### src/hw/rtl/assert_macros.svh
// ----------------------------------------------------------------------------
// Assertion macros
// Shared concurrent assertion wrappers, clocked on clk with rst_n low disabling.
// ----------------------------------------------------------------------------
`ifndef ASSERT_MACROS_SVH
`define ASSERT_MACROS_SVH

// A property that must hold at every clock edge outside reset.
`define STI_ASSERT(label, prop, msg) \
  label: assert property (@(posedge clk) disable iff (!rst_n) (prop)) else $error(msg);

// An antecedent that implies a consequent in the next cycle.
`define STI_ASSERT_NEXT(label, ante, cons, msg) \
  label: assert property (@(posedge clk) disable iff (!rst_n) (ante) |=> (cons)) \
    else $error(msg);

`endif

### src/hw/rtl/sti_pkg.sv
// ----------------------------------------------------------------------------
// Sorted table package
// Shared constants, status codes and cell control types of the sorted table.
// ----------------------------------------------------------------------------
package sti_pkg;

  localparam int CAPACITY_DEF   = 64;
  localparam int DATA_WIDTH_DEF = 32;
  localparam int GROUP_SIZE     = 8;

  typedef enum logic [1:0] {
    ST_OK      = 2'd0,
    ST_FULL    = 2'd1,
    ST_EMPTY   = 2'd2,
    ST_MISSING = 2'd3
  } sti_status_t;

  // Control broadcast from the sequencer to every cell.
  typedef struct packed {
    logic op_del;
    logic cmp_en;
    logic ins_en;
    logic del_en;
  } sti_ctrl_t;

  // Compare flags a cell keeps and hands to its right neighbor.
  typedef struct packed {
    logic le;
    logic lt;
    logic eq;
  } sti_flags_t;

endpackage

### src/hw/rtl/sti_enc.sv
// ----------------------------------------------------------------------------
// Sorted table position encoder
// Turns the one-hot target row of the cells into a position, in two steps.
// ----------------------------------------------------------------------------
module sti_enc #(
  parameter int CAPACITY = sti_pkg::CAPACITY_DEF,
  localparam int PW      = (CAPACITY > 1) ? $clog2(CAPACITY) : 1
) (
  input  logic                clk,
  input  logic                en,
  input  logic [CAPACITY-1:0] tgt_vec,
  output logic [PW-1:0]       pos,
  output logic                hit
);

  localparam int GS   = sti_pkg::GROUP_SIZE;
  localparam int NGRP = (CAPACITY + GS - 1) / GS;
  localparam int LW   = $clog2(GS);
  localparam int IW   = $clog2(NGRP * GS);

  logic [NGRP*GS-1:0] pad_vec;
  logic [NGRP-1:0]    grp_any_nxt;
  logic [LW-1:0]      grp_idx_nxt [NGRP];
  logic [NGRP-1:0]    grp_any_r;
  logic [LW-1:0]      grp_idx_r [NGRP];
  logic [IW-1:0]      pos_full;

  assign pad_vec = (NGRP*GS)'(tgt_vec);

  always_comb begin
    for (int g = 0; g < NGRP; g++) begin
      grp_any_nxt[g] = |pad_vec[g*GS +: GS];
      grp_idx_nxt[g] = '0;
      for (int b = 0; b < GS; b++) begin
        if (pad_vec[g*GS + b]) begin
          grp_idx_nxt[g] = grp_idx_nxt[g] | LW'(b);
        end
      end
    end
  end

  always_ff @(posedge clk) begin
    if (en) begin
      grp_any_r <= grp_any_nxt;
      for (int g = 0; g < NGRP; g++) begin
        grp_idx_r[g] <= grp_idx_nxt[g];
      end
    end
  end

  // At most one group is set, so the indexes can simply be ORed together.
  always_comb begin
    pos_full = '0;
    for (int g = 0; g < NGRP; g++) begin
      if (grp_any_r[g]) begin
        pos_full = pos_full | IW'(g * GS) | IW'(grp_idx_r[g]);
      end
    end
  end

  assign pos = pos_full[PW-1:0];
  assign hit = |grp_any_r;

endmodule

### config.mk
export PLATFORM = sky130hd
export DESIGN_NAME = sti_enc
export DESIGN_NICKNAME = d
export VERILOG_FILES = /design/src/hw/rtl/assert_macros.svh /design/src/hw/rtl/sti_pkg.sv /design/src/hw/rtl/sti_enc.sv
export SDC_FILE = /design/constraint.sdc
export NUM_CORES = 1
export LEC_CHECK = 0
export ABC_AREA = 1
export BUFFER_PORTS_ARGS = -buffer_cell sky130_fd_sc_hd__buf_2
export CORE_ASPECT_RATIO = 1.4
export CORE_MARGIN = 2
export CORE_UTILIZATION = 41
export CTS_CLUSTER_DIAMETER = 120
export DETAILED_ROUTE_END_ITERATION = 6
export HOLD_SLACK_MARGIN = 0.12
export PLACE_DENSITY = 0.85
export SYNTH_ARGS = -nofsm -noshare
export SYNTH_HDL_FRONTEND = slang
export SYNTH_SLANG_ARGS = --single-unit
### constraint.sdc
create_clock -name clk -period 0.8 [get_ports clk]
set_input_delay 0.08 -clock clk [delete_from_list [all_inputs] [get_ports clk]]
set_output_delay 0.08 -clock clk [all_outputs]
set_load 0.01 [all_outputs]
* After elaboration in Yosys (flattened, before gate mapping) *
Memory sizes are Yosys's and may differ from the RTL's.
Index checks and enable logic that the tools add are counted.

word-level totals
  RAM bits = 24
  bits in latches = 0
  input bits = 66
  logic and storage cells = 84
  register bits = 8
  memories kept = 1
  output and inout port bits = 7
  bits in read-only memories = 0

operators by class
  multipliers = 0
  $add $sub $neg = 0
  order comparisons = 0
  equal/unequal tests = 0
  mux-type cells = 66
  reductions and logical operators = 9
  divide/modulo/power cells = 0
  bitwise operators = 7
  shift operators = 0

memory list
  name       words  bits a word  rd ports  clocked after memory_dff  wr ports  RTL line       source
  grp_idx_r  8      3            8         0                         8         sti_enc.sv:25  logic [LW-1:0] grp_idx_r [NGRP];

operators by type and width
  cell                       number
  two-way mux 3 bit          33
  OR reduction 8 bit         9
  two-way mux 6 bit          7
  bitwise OR 6 x 3 -> 6 bit  7
  two-way mux 2 bit          16
  two-way mux 1 bit          10

* Longest topological paths before layout *
Gate-level depths: netlist of the first run.
An unclocked memory read counts as a cell.

  depth in word-level cells = 16
  depth in mapped cells = 4

* Least setup slack after synthesis of the first run *
Ideal clock, no wire load.

  kind = register to output
  start = reg grp_any_r[7]
  end = out hit
  data arrival time = 0.738 ns
  required time = 0.720 ns
  slack = -0.018 ns
  cell stages (with the launch flop) = 3
  path through = edfxtp_1 -> nor2_1 -> nand4_1

on the way
  cells in the longest elaborated chain, start to end = 1

RTL lines
  element                 RTL line       source
  from (decl)             sti_enc.sv:24  logic [NGRP-1:0] grp_any_r;
  from (signal assigned)  sti_enc.sv:44  grp_any_r <= grp_any_nxt;
  OR reduction 8 bit      sti_enc.sv:62  assign hit = |grp_any_r;
  to (decl)               sti_enc.sv:13  output logic hit

Every way passes these cells.

* Worst setup path in the final report of the first run *
  start = reg grp_any_r[7]
  end = out pos[1]

on the way
  cells in the longest elaborated chain, start to end = 1

RTL lines
  element            RTL line       source
  two-way mux 6 bit  sti_enc.sv:55  if (grp_any_r[g]) begin
  to (decl)          sti_enc.sv:12  output logic [PW-1:0] pos,

Every way passes these cells.

==> flow_metrics.tcl, run 1 <==
set metrics [dict create \
    ios 73 \
    p_int_mw 2.75 \
    fin_hold_ws_ns 0.0719 \
    relSlewSlack_pct 86.1 \
    start_util_pct 43.3 \
    antenna_found_initial 0 \
    hold_viol_final 0 \
    max_stage_delay_ns 0.47 \
    die_x_microns 55.0 \
    rows 25 \
    crit_path_end_kind "output port" \
    path_clk_slew_ns 0.06 \
    port_buffers 72 \
    grt_pass1_vias 1283 \
    drc 0 \
    share_seq_of_total_power_pct 56.5 \
    cp.required_ns 0.72 \
    rsz0062_at_grt "yes" \
    synth.cell_area_sq_mm 0.00149 \
    htree_levels 2 \
    post-route-period-util_pct 160 \
    multi_input_area_sq_um 539 \
    clkPwrFrac_pct 31.3 \
    totalWireLength_mm 3.29 \
    syn_inst 167 \
    hold_class "in2reg" \
    yosys_most_used_dff "edfxtp_1" \
    cp.arrival_ns 1.20 \
    synth_edf_count 32 \
    synth_top_area_share_pct 64.5 \
    final.setup.tns_ns -3.12 \
    ir_worst_vdd_mv 1.29 \
    dp_hpwl_mm 2.72 \
    dieArea_sq_mm 0.00414 \
    cap_violations 0 \
    gp_congestion 0.706 \
    drv_slew 0 \
    grt-ovfl-total 0 \
    period_needed_ns 1.28 \
    fin_ws_ns -0.478 \
    track_usage_pct 17.2 \
    worst_setup_path_start_kind "register" \
    die_y_microns 75.3 \
    grt_first_pass_wirelength_mm 5.01 \
    synth.top_cells.by_area "edfxtp_1 64%, nand2_1 17%, nor2_1 15%, nand4_1 3.8%" \
    drive_gt1_share_pct 34.1 \
    drtIter0Drc 30 \
    antenna_cells 0 \
    leakagePower_nw 0.902 \
    clock-root-buffer "clkbuf_8" \
    ys_ff_latch 32 \
    critPathMaxFanout 5 \
    synth_area_per_cell_sq_um 8.92 \
    vias 1384 \
    cts_tree "built" \
    grt_max_degree 33 \
    synth_most_common_cell "nand2_1" \
    syn-num-nets 233 \
    wl_per_cell_microns 11.4 \
    path_cells "nand2_1 -> nand2_1 -> nor2_1 -> nand2_1 -> buf_2" \
    power_frac_comb_pct 12.1 \
    final-seq-area_sq_um 961 \
    cts_buffers 5 \
    vias_per_cell 4.79 \
    worstMarginPinSlew_ns 0.208 \
    clock_sinks 32 \
    critPathKind "reg2out" \
    outcome "complete, but fails checks" \
    power_mw 3.56 \
    clockBufferDepth 2 \
    dr.pass1.iters 6 \
    synth_top_area_cell "edfxtp_1" \
    p_per_area_mw_per_mm2 1750 \
    ys_top_cells_by_count "66 x nand2_1, 60 x nor2_1, 32 x edfxtp_1" \
    synth_seq_area_share_pct 64.5 \
    ant_nets 0 \
    synthToLayoutAreaGrowth_pct 36.3 \
    fillers 321 \
    async_reset_ff_share_pct 0 \
    yosysWarnings 0 \
    violations "setup timing" \
    crit_top_cell "nand2_1" \
    setup_violations 7 \
    critical_path.slowest_cell "edfxtp_1" \
    yosys.cell_types.count 4 \
    fin_nets 314 \
    switching_share_pct 22.7 \
    post_dp_cell_area_sq_mm 0.00192 \
    design.core.area_sq_mm 0.00344 \
    final_area_sq_mm 0.00203 \
    p_switching_mw 0.807 \
    max_clock_freq_ghz 0.783 \
]
worst paths after layout:
kind,start,end,slack (ns),cells after the start
min,tgt_vec[53],grp_idx_r[1][6],0.07,3
max,grp_any_r[7],pos[1],-0.48,5
state kept, by name, summed over array words and instances, names as in the netlist:
signal	count
grp_any_r	8
grp_idx_r	24
what timing repair did:
action / 4_1_cts / 5_1_grt
pin swaps: 11 / 6
buffers inserted: 0 / 1
gates resized for setup: 1 / 4
setup endpoints to repair: 7 / 7
endpoints found under the hold margin: 30 / 25
cell usage in the layout (no fill, tap or decap):
cell / instances
buf_12: 1
buf_2: 71
buf_6: 2
clkbuf_8: 5
clkinv_1: 1
clkinv_2: 2
edfxtp_1: 32
nand2_1: 66
nand4_1: 9
nor2_1: 56
nor2_2: 4
cells by family (layout without fill, tap and decap cells):
family                 after synthesis  after routing  share of synthesized area (%)
AND/OR/NAND/NOR                    135            135                           35.5
flip-flops                          32             32                           64.5
buffers and inverters                0             82                              0
critical path: cells and delay by family (launching register included):
family / cells / cell delay, ns
buffers and inverters: 1 / 0.13
AND/OR/NAND/NOR: 4 / 0.33
flip-flops: 1 / 0.47
power by group through the flow:
stage | logic (mW) | registers [mW] | clock network [mW]
final | 0.432 | 2.01 | 1.12
after global routing | 0.497 | 2.02 | 1.22
after CTS | 0.422 | 2.01 | 1.15
after detailed placement | 0.421 | 2.05 | 0
after global placement | 0.410 | 2.04 | 0
after floorplan | 0.165 | 2.02 | 0
layer usage:
layer / GRT usage [%] / share of wire, %
met4: 8.13 / 2.3
met1: 19.1 / 39
met2: 31.3 / 53
met5: 0 / 0
met3: 2.35 / 5.2
through the flow:
step / std cells / setup slack [ns] / utilization (%)
finish: 289 / -0.478 / 59.0
global route: 289 / -0.551 / 59.0
global placement: 280 / -0.168 / 55.9
floorplan: 167 / 0.00432 / -
detailed placement: 280 / -0.170 / 55.9
CTS: 288 / -0.460 / 58.4
area by class of cell:
type	instances	share of cell area, %
timing repair buffer	74	19.6
sequential	32	47.3
tap	40	2.46
multi-input combinational	135	26.6
clock buffer	5	3.39
clock inverter	3	0.678
Power figures use the tool's default switching activity.
==> run 2, diff against run 1 <==
- MAX_ROUTING_LAYER: unset -> met4
- PLACE_DENSITY: 0.85 -> unset
- PLACE_DENSITY_LB_ADDON: unset -> 0.05
==> flow_metrics.tcl, run 2 (synthesis results as in run 1) <==
set metrics [dict create \
    outcome "complete, but fails checks" \
    violations "setup timing" \
    grt_max_degree 19 \
    hold_path_startpoint "tgt_vec[41]" \
    vias 1355 \
    critPathBufInv 1 \
    cts_buffers 5 \
    fin_nets 316 \
    ir_worst_vdd_mv 1.24 \
    drc 0 \
    rows 25 \
    ios 73 \
    post_cts_buffers 0 \
    ant_nets 0 \
    rsz0062_at_grt "yes" \
    die_x_microns 55.0 \
    dieArea_sq_mm 0.00414 \
    setup_violations 7 \
    hold_depth 3 \
    p_per_area_mw_per_mm2 1730 \
    clock_sinks 32 \
    post_dp_cell_area_sq_mm 0.00196 \
    worstMarginPinSlew_ns 0.190 \
    vias_per_cell 4.66 \
    fillers 324 \
    fin_ws_ns -0.464 \
    post-route-util_pct 59.8 \
    final_area_sq_mm 0.00206 \
    antenna_cells 0 \
    antenna_found_initial 0 \
    power_mw 3.57 \
    leakagePower_nw 0.911 \
    synthToLayoutAreaGrowth_pct 38.1 \
    start_util_pct 43.3 \
    largest_reg_flops 24 \
    grt_pass1_vias 1246 \
    htree_levels 2 \
    cap_violations 0 \
    layout_commonest_cell "buf_2" \
    post-route-period-util_pct 158 \
    final.setup.tns_ns -3.00 \
    gp_congestion 0.763 \
    cp.arrival_ns 1.18 \
    wl_per_cell_microns 9.94 \
    clockBufferDepth 2 \
    cp.required_ns 0.72 \
    grt-ovfl-total 0 \
    clock-root-buffer "clkbuf_8" \
    max_clock_freq_ghz 0.791 \
    hold_viol_final 0 \
    dr.pass1.iters 5 \
    final_cell_mix "71 x buf_2, 66 x nand2_1, 55 x nor2_1" \
    critPathMaxFanout 5 \
    drv_slew 0 \
    port_buffers 72 \
    path_cells "nand2_1 -> nand2_1 -> nor2_1 -> nand2_1 -> buf_2" \
    dp_hpwl_mm 2.45 \
    critical_path.slowest_cell "edfxtp_1" \
    drive_gt1_share_pct 34.3 \
    min_to "grp_idx_r[1][3]" \
    final_cell_count_no_fill 291 \
    crit_top_cell "nand2_1" \
    reg.largest.list "grp_idx_r x24, grp_any_r x8" \
    cts_tree "built" \
    regMostFlops "grp_idx_r" \
    design.core.area_sq_mm 0.00344 \
    critPathKind "reg2out" \
    hold_class "in2reg" \
    period_needed_ns 1.26 \
    track_usage_pct 16.9 \
    dp_cells 283 \
    grt_first_pass_wirelength_mm 4.74 \
    crit_path_end_kind "output port" \
    relSlewSlack_pct 87.3 \
    path_delay_family "flip-flops" \
    path_clk_slew_ns 0.06 \
    worst_setup_path_start_kind "register" \
    totalWireLength_mm 2.89 \
    drtIter0Drc 16 \
    max_stage_delay_ns 0.44 \
    die_y_microns 75.3 \
]
[run 2: where the power goes]
part,switching (mW),internal (mW)
Clock,0.520,0.603
Combinational,0.222,0.225
Sequential,0.0480,1.95
[run 2: layer usage]
| metal | wire (microns) | share of wire (%) | global-route usage (%) |
|---|---|---|---|
| met1 | 1050 | 36 | 15.5 |
| met2 | 1550 | 54 | 30.8 |
| met3 | 233 | 8.1 | 5.29 |
| met4 | 57 | 2.0 | 7.32 |
| met5 | 0 | 0 | - |
[run 2: final cells by class]
class,count,area [sq um],area share [%]
multi-input combinational,135,542,26.3
timing repair buffer,76,425,20.7
clock inverter,1,3.75,0.182
sequential,32,961,46.7
clock buffer,7,76.3,3.71
tap,40,50.0,2.43
[run 2: worst max-delay path by stage]
stage / from / endpoint / depth (start not counted)
floorplan: grp_any_r[7] / hit / 2
global placement: grp_any_r[4] / pos[0] / 5
detailed placement: grp_any_r[6] / pos[0] / 5
CTS: grp_any_r[5] / pos[0] / 5
global route: grp_any_r[6] / pos[1] / 5
finish: grp_any_r[6] / pos[1] / 5
[run 2: through the flow]
step	setup WS, ns	hold WS, ns
4_1_cts	-0.488	0.0581
5_1_grt	-0.555	0.0646
3_5_place_dp	-0.189	0.351
2_1_floorplan	0.00432	0.192
6_report	-0.464	0.0673
3_3_place_gp	-0.177	0.349
[run 2: worst min-delay path, cell delays in order]
cell and delay [ns]:
buf_2 0.07, nor2_1 0.04, nand2_1 0.05
[run 2: timing repair]
item	4_1_cts	5_1_grt
setup endpoints to repair	7	7
resized for setup	4	2
pin swaps	4	4
endpoints found under the hold margin	32	31
