## src/hw/rtl/assert_macros.svh

```systemverilog
// ----------------------------------------------------------------------------
// Assertion macros
// Shared concurrent assertion wrappers, clocked on clk with rst_n low disabling.
// ----------------------------------------------------------------------------
`ifndef ASSERT_MACROS_SVH
`define ASSERT_MACROS_SVH

// A property that must hold at every clock edge outside reset.
`define STI_ASSERT(label, prop, msg) \
  label: assert property (@(posedge clk) disable iff (!rst_n) (prop)) else $error(msg);

// An antecedent that implies a consequent in the next cycle.
`define STI_ASSERT_NEXT(label, ante, cons, msg) \
  label: assert property (@(posedge clk) disable iff (!rst_n) (ante) |=> (cons)) \
    else $error(msg);

`endif

```

## src/hw/rtl/sti_pkg.sv

```systemverilog
// ----------------------------------------------------------------------------
// Sorted table package
// Shared constants, status codes and cell control types of the sorted table.
// ----------------------------------------------------------------------------
package sti_pkg;

  localparam int CAPACITY_DEF   = 64;
  localparam int DATA_WIDTH_DEF = 32;
  localparam int GROUP_SIZE     = 8;

  typedef enum logic [1:0] {
    ST_OK      = 2'd0,
    ST_FULL    = 2'd1,
    ST_EMPTY   = 2'd2,
    ST_MISSING = 2'd3
  } sti_status_t;

  // Control broadcast from the sequencer to every cell.
  typedef struct packed {
    logic op_del;
    logic cmp_en;
    logic ins_en;
    logic del_en;
  } sti_ctrl_t;

  // Compare flags a cell keeps and hands to its right neighbor.
  typedef struct packed {
    logic le;
    logic lt;
    logic eq;
  } sti_flags_t;

endpackage

```

## src/hw/rtl/sti_cell.sv

```systemverilog
// ----------------------------------------------------------------------------
// Sorted table cell
// Holds one table entry, compares it with the broadcast key and shifts.
// ----------------------------------------------------------------------------
module sti_cell #(
  parameter int DATA_WIDTH = sti_pkg::DATA_WIDTH_DEF
) (
  input  logic                          clk,
  input  sti_pkg::sti_ctrl_t            ctrl,
  input  logic                          occupied,
  input  logic signed [DATA_WIDTH-1:0]  key,
  input  logic signed [DATA_WIDTH-1:0]  left_entry,
  input  logic signed [DATA_WIDTH-1:0]  right_entry,
  input  sti_pkg::sti_flags_t           left_flags,
  output sti_pkg::sti_flags_t           flags,
  output logic signed [DATA_WIDTH-1:0]  entry,
  output logic                          tgt
);

  logic signed [DATA_WIDTH-1:0] entry_r;
  sti_pkg::sti_flags_t          flags_r;
  sti_pkg::sti_flags_t          flags_nxt;

  // Unoccupied cells read as larger than any key.
  always_comb begin
    flags_nxt.le = occupied && (entry_r <= key);
    flags_nxt.lt = occupied && (entry_r < key);
    flags_nxt.eq = occupied && (entry_r == key);
  end

  always_ff @(posedge clk) begin
    if (ctrl.cmp_en) begin
      flags_r <= flags_nxt;
    end
    if (ctrl.ins_en && !flags_r.le) begin
      entry_r <= left_flags.le ? key : left_entry;
    end else if (ctrl.del_en && !flags_r.lt) begin
      entry_r <= right_entry;
    end
  end

  // An insert lands at the first cell above the key; a delete hits the
  // lowest equal entry.
  assign tgt   = ctrl.op_del ? (flags_r.eq && left_flags.lt)
                             : (!flags_r.le && left_flags.le);
  assign flags = flags_r;
  assign entry = entry_r;

endmodule

```

## config.mk

```make
export PLATFORM = sky130hd
export DESIGN_NAME = sti_cell
export DESIGN_NICKNAME = d
export VERILOG_FILES = /design/src/hw/rtl/assert_macros.svh /design/src/hw/rtl/sti_pkg.sv /design/src/hw/rtl/sti_cell.sv
export SDC_FILE = /design/constraint.sdc
export NUM_CORES = 1
export LEC_CHECK = 0
export ABC_AREA = 1
export BUFFER_PORTS_ARGS = -buffer_cell sky130_fd_sc_hd__buf_2
export CORE_MARGIN = 3
export CORE_UTILIZATION = 45
export CTS_BUF_LIST = sky130_fd_sc_hd__clkbuf_4 sky130_fd_sc_hd__clkbuf_8
export DETAILED_ROUTE_END_ITERATION = 8
export PLACE_DENSITY_LB_ADDON = 0.1
export SLEW_MARGIN = 20
export SYNTH_ARGS = -nofsm -noshare
export SYNTH_HDL_FRONTEND = slang
export SYNTH_SLANG_ARGS = --single-unit
```

## constraint.sdc

```tcl
create_clock -name clk -period 4.25 [get_ports clk]
set_input_delay 0.6375 -clock clk [delete_from_list [all_inputs] [get_ports clk]]
set_output_delay 0.6375 -clock clk [all_outputs]
set_load 0.02 [all_outputs]
```

* Yosys cells after proc, flatten, opt, wreduce, memory -nomap -nowiden
Cells that the tools add are included.
Word-level totals: register bits after elaboration 35, input port bits 105, output and inout port bits 36
Cells by class: multiplexer cells 4, order comparisons 2, reductions and logical operators 10, equal/unequal tests 1
Operator list (number):
- 32-bit two-way mux | 3
- 32-bit == test | 1
- 32-bit less-or-equal comparator | 1
- 32-bit < comparator | 1
- 1-bit logical AND | 7
- 1-bit zero test | 2
- 2-bit nonzero test | 1
- 1-bit two-way mux | 1

* Logic depth before layout (Yosys ltp)
Gate-level depths: netlist of run 1.
depth in word-level cells 4, mapped depth 16, mapped depth without buffers 16

* Worst setup path after synthesis of run 1
OpenSTA, ideal clock, no wires.
path kind input-to-reg, start point in ctrl[0] (netlist bit), end point reg entry_r[0] (netlist: entry[0]) (enable), stages 2, path buffers 0, arrival 2.944 ns, setup slack 0.841 ns, path through inv_1 o21ai_0
Between the ends: cells in the longest elaborated chain, start to end 2
RTL lines:
- from (decl) | RTL line sti_cell.sv:9 | input sti_pkg::sti_ctrl_t ctrl,
- 1-bit logical AND | RTL line sti_cell.sv:37 | end else if (ctrl.del_en && !flags_r.lt) begin
- 2-bit nonzero test (no line)
- to (signal assigned) | RTL line sti_cell.sv:36 | entry_r <= left_flags.le ? key : left_entry;
- to (signal assigned) | RTL line sti_cell.sv:38 | entry_r <= right_entry;
- to (decl) | RTL line sti_cell.sv:20 | logic signed [DATA_WIDTH-1:0] entry_r;
No other way between the ends. A chain may end at the register's enable or synchronous reset.

* Final worst setup path of run 1
start point in ctrl[1] (netlist bit), end point reg entry_r[18] (netlist: entry[18]) (enable)
Between the ends: cells in the longest elaborated chain, start to end 2
RTL lines:
- 1-bit logical AND | RTL line sti_cell.sv:35 | if (ctrl.ins_en && !flags_r.le) begin
- 2-bit nonzero test (no line)
No other way between the ends.

==> results of run 1 <==
## cell families after synthesis
kind of cell	count (synthesis)	synth area share, %
AND/OR/NAND/NOR	120	18.9
AO/OA/AOI/OAI	85	16.8
buffers and inverters	58	8.39
flip-flops	35	40.5
adder cells (fa/ha/maj)	32	15.4
## registers in the layout, indices dropped and copies added (netlist names)
signal,flops
entry,32
flags,3
## power breakdown
group | internal (µW) | leakage, µW | total (µW) | switching [µW]
clock | 172 | 0.0000556 | 295 | 123
combinational | 145 | 0.00147 | 366 | 222
sequential | 439 | 0.000347 | 462 | 22.7
## cells in the final DEF (no fill, tap or decap)
cell,n
inv_1,46
clkinv_2,1
nor2_2,2
clkbuf_8,5
buf_16,1
nand2_1,69
o31ai_1,1
ha_1,32
nand2_2,1
nand3_2,1
clkinv_1,1
buf_2,139
o21ai_4,1
bufinv_16,1
o21a_1,2
o21ai_1,3
edfxtp_1,35
nand3_1,4
nor4_1,1
buf_4,2
a21oi_1,14
o21ai_0,63
nor2_1,39
nand4_1,2
a21o_1,1
nor4_4,1
## routing by layer
layer / vias up / track usage [%] / part of all wire [%]
met2: 90 / 34.7 / 48
met1: 1199 / 25.2 / 43
met4: 0 / 4.82 / 0.49
li1: 1372 / - / -
met5: - / 0 / 0
met3: 4 / 5.37 / 8.2
## path summary, 6_finish.rpt
| check | start | endpoint | cells after the start | slack [ns] |
|---|---|---|---|---|
| worst max register to register | flags[2] | entry[18] | 5 | 1.83 |
| worst max-delay path | ctrl[1] | entry[18] | 7 | 1.73 |
| worst min-delay path | ctrl[2] | flags[0] | 1 | 0.61 |
| worst min register to register | flags[1] | entry[7] | 1 | 0.82 |
## layout make-up
class | count | area [µm²]
repair buffers | 142 | 738
flip-flops and latches | 35 | 1050
clock inverters | 3 | 38.8
clock buffers | 5 | 68.8
fillers | 517 | 2040
inverters | 46 | 173
well taps | 72 | 90.1
multi-input cells | 237 | 1340
## through the flow
step                utilization [%]  total power (µW)  instances  instance area [µm²]  worst slack, ns
floorplan                         -               691        330                 2600            0.841
global placement               60.7               822        531                 3370             1.37
detailed placement             60.7               832        531                 3370             1.35
CTS                            62.7              1130        539                 3470             1.64
global route                   63.2              1200        540                 3500             1.59
finish                         63.2              1120        540                 3500             1.73
==> reports/results.ini, run 1 <==
[routing]
postRouteAntennaNets=0
detail_route.wl_per_cell_um=12.8
dr.pass1.iters=4
viasPerCell=4.94
routed_wl_um=6890
drt_iter0_drc=70
route.detailed.drc=0
num_vias=2665

[place]
hpwl_um=5230
io_buffers=139
gp_congestion=0.750

[die]
dieArea_mm2=0.00672
fp.dieW_um=82.0
rows=27
ios=141
core_mm2=0.00554
die_y_um=82.0
start_util_pct=46.9

[sta]
setup-tns-final_ns=0
finalHoldViolCount=0
whs_ns=0.606
rsz0062_at_grt=no
skew_ns=0.00326
worst_slew_pin_slew_ns=1.07
max_slew_margin_pct=28.6
setup_viol=0
slew_viol_final=0
finalCriticalPeriod_ns=2.52
period_share_pct=59.2
max_freq_mhz=397

[clock_tree]
cts.clk_slew.worst_paths_ns=0.07
clk_latency_ns=0.28
cts_tree=done
cts_hold_buf=0
cts_setup_buffers=0
cts_root_buffer=clkbuf_8
htreeDepth=2
clock_path_buffers=2
cts-buffers-inserted=5
ctsResizeCount=0
clock_sinks=35

[cells_and_area]
drive_above_1_share_pct=33.1
antenna_cells=0
nNetsFinal=604
area_growth_pct=34.8

[synth]
synth_common_cells=69 x nand2_1, 64 x o21ai_0, 46 x inv_1
synth_top_area_share_pct=40.5
syn_inst=330
yosysMostFrequentCell=nand2_1
yosysTopAreaCell=edfxtp_1
synthTopCellsByArea=edfxtp_1 40%, ha_1 15%, o21ai_0 12%
synth_edf_count=35
ys_ff_latch=35
synth-async-reset-ratio_pct=0
syn-num-nets=467
avgSynthCellArea_um2=7.87
yosys_warnings=0
ys_types=19
ys.flop_type=edfxtp_1
synth_area_mm2=0.00260
seq_area_frac_synth_pct=40.5

[setup_path]
crit_top_cell=inv_1
worstPathMaxFanout=33
required_ns=4.29
arrival_ns=2.56
critical_path_class=primary input to flop
startpoint_type=primary input
end_kind=flop
cp_cell_sequence=buf_2 > inv_1 > nor2_2 > buf_4 > inv_1 > o21ai_4 > buf_16
cp_num_buf_inv=5
cp_top_family=buffers and inverters
slowest_stage=inv_1
cpPeakStageDelay_ns=0.81

[pwr]
leakage_uw=0.00187
vdd.ir_drop.worst_uv=138
powerDensity_mw_per_mm2=321

[global_routing]
gr-usage-all-layers_pct=20.2
grt_pass1_vias=2395
grt_pass1_wl_um=10500
grt_antenna_before_repair=0
grt_start_max_net_pins=34
grt_overflow=0

[min_path]
hold_path.class=primary input to flop

[status]
status=complete, no violations

[flow_run]
cap_viol_max_count=0

(Power assumes the default switching activity.)
==> inputs of run 2 (changes only) <==
==> constraint.sdc (replaced) <==
create_clock -name clk -period 2.4 [get_ports clk]
set_input_delay 0.36 -clock clk [delete_from_list [all_inputs] [get_ports clk]]
set_output_delay 0.36 -clock clk [all_outputs]
set_load 0.02 [all_outputs]
==> run 2 against run 1 <==
  * Clock skew grew 0.0076 ns
  * Core utilization fell by 0.65 points
  * Sequential share of layout area increased by 0.31 points
  * Clock power rose by 40%
  * Non-clock buffer count is 1 higher
  * Flip-flop and latch count is the same
  * Register-to-register slack got worse by 1.2 ns
  * Via count is 2.4% lower
  * Clock-buffer cell count increased by 1
  * Critical endpoint is now flags[2]
  * Highest routed layer unchanged
==> reports/results.ini, run 2 (synthesis results as in run 1) <==
[sta]
finalCriticalPeriod_ns=1.79
setup_viol=0  ; unchanged
setup-tns-final_ns=0  ; unchanged
worst_slew_pin_slew_ns=1.05  ; -0.0164 ns
max_freq_mhz=559
max_slew_margin_pct=29.5  ; +0.91 points
skew_ns=0.0109  ; +0.00759 ns
finalHoldViolCount=0  ; unchanged
period_share_pct=74.6
rsz0062_at_grt=no
slew_viol_final=0  ; unchanged
fin_ws_ns=0.610  ; -1.12 ns

[cells_and_area]
antenna_cells=0  ; unchanged
seqCellArea_mm2=0.00105  ; unchanged
multi_input_comb_area_mm2=0.00134  ; unchanged
nNetsFinal=605  ; +0.17%
mostFrequentLayoutCell=buf_2
drive_above_1_share_pct=33.0  ; -0.071 points
num-fill-cells=541  ; +4.6%
area_growth_pct=33.4
layout_common_cells=139 x buf_2, 69 x nand2_1, 63 x o21ai_0
largest_reg_flops=32  ; unchanged

[min_path]
hold_path_depth=1  ; unchanged
whs_endpoint=flags[2]
hold_path.class=primary input to flop
hp-start=ctrl[2]

[die]
dieArea_mm2=0.00672  ; unchanged
core_mm2=0.00554  ; unchanged
start_util_pct=46.9  ; unchanged
fp.dieW_um=82.0  ; unchanged
die_y_um=82.0  ; unchanged
ios=141  ; unchanged
rows=27  ; unchanged

[pwr]
power.total_uw=1860  ; +66%
powerDensity_mw_per_mm2=538  ; +68%
vdd.ir_drop.worst_uv=280  ; +100%
leakage_uw=0.00186  ; -0.81%

[clock_tree]
cts-buffers-inserted=5  ; unchanged
cts_hold_buf=0  ; unchanged
cts_setup_buffers=0  ; unchanged
cts_tree=done
htreeDepth=2  ; unchanged
cts_root_buffer=clkbuf_8
clock_path_buffers=2  ; unchanged
cts.clk_slew.worst_paths_ns=0.06  ; about the same
clk_latency_ns=0.28  ; about the same
clock_sinks=35  ; unchanged
ctsResizeCount=0  ; unchanged

[setup_path]
reg2regPathDepth=10  ; +5
worstPathMaxFanout=4  ; -88%
r2r_end=flags[2]
critical_path_class=flop to flop
startpoint_type=flop
required_ns=2.43  ; -1.86 ns
arrival_ns=1.82  ; -0.74 ns
regToRegStartpoint=entry[31]
reg2reg_slack_ns=0.61  ; -1.22 ns
end_kind=flop

[routing]
postRouteAntennaNets=0  ; unchanged
num_vias=2602  ; -2.4%
viasPerCell=4.81  ; -2.5%
drt_iter0_drc=89  ; +27%
dr.pass1.iters=6  ; +2
route.detailed.drc=0  ; unchanged
detail_route.wl_per_cell_um=12.4  ; -3.0%
routed_wl_um=6690  ; -2.9%

[flow_run]
cap_viol_max_count=0  ; unchanged

[place]
pre_cts_slack_ns=0.503  ; -0.851 ns
io_buffers=139  ; unchanged
hpwl_um=5140  ; -1.8%
gp_congestion=0.739  ; -1.5%

[global_routing]
grt_start_max_net_pins=33  ; -2.9%
use_met3_pct=4.82  ; -0.55 points
grt_pass1_wl_um=10200  ; -3.0%
grt_overflow=0  ; unchanged
grt.busiest_layer=met2
grtUsageMet1_pct=24.2  ; -1.1 points
grt_pass1_vias=2321  ; -3.1%
met2_usage_pct=34.7  ; unchanged
grt_antenna_before_repair=0  ; unchanged
gr-usage-all-layers_pct=19.7  ; -0.48 points

[status]
status=complete, no violations

[run 2: cell count changes in the layout (fill, tap and decap cells not counted), sizes merged]
| cell | change |
|---|---|
| bufinv | -1 |
| buf | +1 |
| clkbuf | +1 |
[run 2: worst max path at each step]
stage | slack [ns] | to | cells past startpoint | startpoint
4_1_cts | 0.58 | flags[2] | 10 | entry[31]
2_1_floorplan | 0.45 | entry[0] | 4 | flags[2]
6_report | 0.61 | flags[2] | 10 | entry[31]
3_5_place_dp | 0.50 | flags[2] | 12 | key[31]
3_3_place_gp | 0.51 | flags[2] | 12 | key[31]
5_1_grt | 0.39 | flags[1] | 10 | entry[31]
[run 2: final cells by class]
cell class	instances	share of cell area, %
clock buffer	6	2.20
clock inverter	2	0.217
inverter	46	4.98
multi-input combinational	237	38.7
sequential	35	30.3
tap	72	2.60
timing repair buffer	143	20.9
[run 2: layer usage]
layer | routed length [µm] | part of all wire, % | vias up
li1 | - | - | 1377
met1 | 2900 | 43 | 1121
met2 | 3140 | 47 | 97
met3 | 589 | 8.8 | 7
met4 | 66 | 0.99 | 0
met5 | 0 | 0 | -
[run 2: through the flow]
stage / hold WS [ns] / utilization (%) / instance area [µm²] / cells
floorplan: 0.472 / - / 2600 / 330
global placement: 0.618 / 61.0 / 3380 / 533
detailed placement: 0.616 / 61.0 / 3380 / 533
CTS: 0.329 / 62.5 / 3460 / 541
global route: 0.329 / 62.5 / 3460 / 541
finish: 0.341 / 62.5 / 3460 / 541
[run 2: report_power, final]
group | total, µW | switching [µW] | internal, µW
Clock | 412 | 203 | 209
Sequential | 819 | 39.5 | 779
Combinational | 634 | 388 | 246
[run 2: critical path: stages (launching register included)]
cell and delay [ns]:
edfxtp_1 0.39, ha_1 0.35, nand2_1 0.09, nor2_2 0.14, nand2_2 0.08, nor4_4 0.17, nand2_1 0.11, nand2_1 0.06
nand2_1 0.05, nand3_2 0.06, nand2_1 0.04
==> inputs of run 3 (changes only) <==
--- a/config.mk
+++ b/config.mk
@@ -8,7 +8,7 @@
 export ABC_AREA = 1
 export BUFFER_PORTS_ARGS = -buffer_cell sky130_fd_sc_hd__buf_2
 export CORE_MARGIN = 3
-export CORE_UTILIZATION = 45
+export CORE_UTILIZATION = 42
 export CTS_BUF_LIST = sky130_fd_sc_hd__clkbuf_4 sky130_fd_sc_hd__clkbuf_8
 export DETAILED_ROUTE_END_ITERATION = 8
 export PLACE_DENSITY_LB_ADDON = 0.1
==> constraint.sdc (replaced) <==
create_clock -name clk -period 1.4 [get_ports clk]
set_input_delay 0.21 -clock clk [delete_from_list [all_inputs] [get_ports clk]]
set_output_delay 0.21 -clock clk [all_outputs]
set_load 0.02 [all_outputs]
==> run 3 against run 2 <==
  * The run now ends with setup timing left
  * Routed wire length rose by 30%
  * Total power rose by 100%
  * Global-route usage rose by 1.6 points
  * Final cell count rose by 9.2%
  * Non-clock buffer count rose by 47
  * Setup slack got worse by 1.0 ns
==> reports/results.ini, run 3 (synthesis results as in run 1) <==
[status]
status=finished, violations left
violations=setup timing

[routing]
detail_route.wl_per_cell_um=14.7  ; +19%
routed_wl_um=8690  ; +30%
viasPerCell=4.96  ; +3.1%
num_vias=2930  ; +13%
drt_iter0_drc=100  ; +12%
postRouteAntennaNets=0  ; unchanged
route.detailed.drc=0  ; unchanged
dr.pass1.iters=4  ; -2

[pwr]
powerDensity_mw_per_mm2=872  ; +62%
pwr-share-clk_pct=19.4  ; -2.7 points
power.total_uw=3780  ; +100%
p_int_uw=2450  ; +99%
leakage_uw=0.00226  ; +22%
switching_share_pct=35.0  ; +1.2 points
p_sw_uw=1320  ; +110%
comb_power_share_pct=43.1  ; +9.1 points
p_seq_share_pct=37.5  ; -6.4 points
vdd.ir_drop.worst_uv=692  ; +150%

[sta]
worst_slew_pin_slew_ns=0.363  ; -0.691 ns
max_slew_margin_pct=75.7  ; +46 points
setup_viol=48  ; +48
skew_ns=0.00433  ; -0.00652 ns
finalCriticalPeriod_ns=1.80  ; +0.00916 ns
rsz0062_at_grt=yes
fin_ws_ns=-0.399  ; -1.01 ns
slew_viol_final=0  ; unchanged
max_freq_mhz=556  ; -0.51%
whs_ns=0.172  ; -0.168 ns
period_share_pct=129  ; +54 points
finalHoldViolCount=0  ; unchanged

[clock_tree]
htreeDepth=2  ; unchanged
clk_latency_ns=0.28  ; about the same
cts_root_buffer=clkbuf_8
cts_tree=done
cts-buffers-inserted=5  ; unchanged
cts.clk_slew.worst_paths_ns=0.07  ; about the same
clock_path_buffers=2  ; unchanged
cts_hold_buf=0  ; unchanged
clock_sinks=35  ; unchanged

[cells_and_area]
finalInstanceArea_mm2=0.00433  ; +25%
final_cells=591  ; +9.2%
largest_reg_flops=32  ; unchanged
seqCellArea_mm2=0.00105  ; unchanged
antenna_cells=0  ; unchanged
num-fill-cells=479  ; -11%
multi_input_comb_area_mm2=0.00165  ; +23%
area_growth_pct=66.8
nNetsFinal=652  ; +7.8%
mostFrequentLayoutCell=buf_2
layout_common_cells=139 x buf_2, 45 x inv_1, 41 x nand2_1
drive_above_1_share_pct=50.0  ; +17 points

[place]
place_inst=569  ; +6.8%
dpl_cell_area_mm2=0.00370  ; +9.5%
gp_congestion=0.754  ; +2.1%
hpwl_um=6190  ; +20%
io_buffers=139  ; unchanged

[setup_path]
cpPeakStageDelay_ns=0.44  ; +0.05 ns
slowest_stage=edfxtp_1
critical_path_class=flop to flop
end_kind=flop
crit_top_cell=nand2_1
reg2regPathDepth=8  ; -2
arrival_ns=1.84  ; +0.02 ns
required_ns=1.44  ; -0.99 ns
cp_cell_sequence=ha_4 > nand4_1 > nor4_4 > nand2_1 > nand2_1 > nand2_1 > nand3_2 > nand2_1
startpoint_type=flop
worstPathMaxFanout=3  ; -1

[flow_run]
cap_viol_max_count=0  ; unchanged

[min_path]
hold_path_depth=1  ; unchanged
hold_path.class=primary input to flop

[global_routing]
grt_pass1_vias=2634  ; +13%
grt_antenna_before_repair=0  ; unchanged
grt_pass1_wl_um=12300  ; +21%
grt_start_max_net_pins=21  ; -36%
gr-usage-all-layers_pct=21.3  ; +1.6 points
grt_overflow=0  ; unchanged

[die]
rows=28  ; +3.7%
dieArea_mm2=0.00716  ; +6.6%
fp.dieW_um=84.6  ; +3.3%
start_util_pct=43.6  ; -3.3 points
die_y_um=84.6  ; +3.3%
core_mm2=0.00596  ; +7.5%
ios=141  ; unchanged

==> run 3: changes by cell type in the layout (fill, tap and decap cells not counted), moves of 11 or more <==
cell and delta:
nand2_4 +17, o21ai_1 +13, o21ai_0 -32, buf_4 +32, o21ai_2 +19, nand2_1 -28
nand2_2 +11
==> run 3: area by class of cell <==
type | instances | share of cell area [%]
flip-flops and latches | 35 | 24.3
inverters | 46 | 4.10
clock buffers | 6 | 1.76
repair buffers | 190 | 29.5
clock inverters | 2 | 0.173
well taps | 75 | 2.17
multi-input cells | 237 | 38.0
==> run 3: routing by layer <==
layer | GRT usage, % | wire length, µm | up-vias
li1 | - | - | 1480
met5 | 0 | 0 | -
met1 | 28.2 | 3470 | 1334
met3 | 5.10 | 792 | 4
met2 | 36.2 | 4380 | 112
met4 | 3.45 | 51 | 0
==> run 3: timing repair <==
| action | CTS | global route |
|---|---|---|
| gates cloned | 0 | 6 |
| buffers inserted | 1 | 7 |
| pin swaps | 4 | 4 |
| resized for setup | 4 | 109 |
| endpoints found under the setup margin | 4 | 60 |
==> run 3: power groups by stage <==
stage | registers [µW] | logic, µW | clock network [µW]
3_5_place_dp | 1440 | 1300 | 0
3_3_place_gp | 1420 | 1270 | 0
5_1_grt | 1430 | 1780 | 804
6_report | 1420 | 1630 | 735
4_1_cts | 1410 | 1320 | 749
2_1_floorplan | 1590 | 530 | 0
==> run 3: critical path, delay by kind of cell, from the launching register on <==
family,cells,cell delay (ns)
and+or+nand+nor,7,0.82
adders and majority gates,1,0.30
DFF,1,0.44
==> run 3: worst paths after layout <==
| check | from | endpoint | slack, ns |
|---|---|---|---|
| hold / removal | ctrl[2] | flags[2] | 0.17 |
| hold reg to reg | flags[1] | entry[26] | 0.89 |
| setup reg to reg | entry[19] | flags[2] | -0.40 |
| setup / recovery | entry[19] | flags[2] | -0.40 |
==> run 3: through the flow <==
step / setup TNS (ns) / worst slack, ns / util (%)
finish: -2.50 / -0.399 / 72.7
global route: -5.66 / -0.486 / 72.7
CTS: -1.01 / -0.409 / 64.0
detailed placement: -1.01 / -0.404 / 62.2
global placement: -0.883 / -0.348 / 62.2
floorplan: -5.92 / -0.342 / -
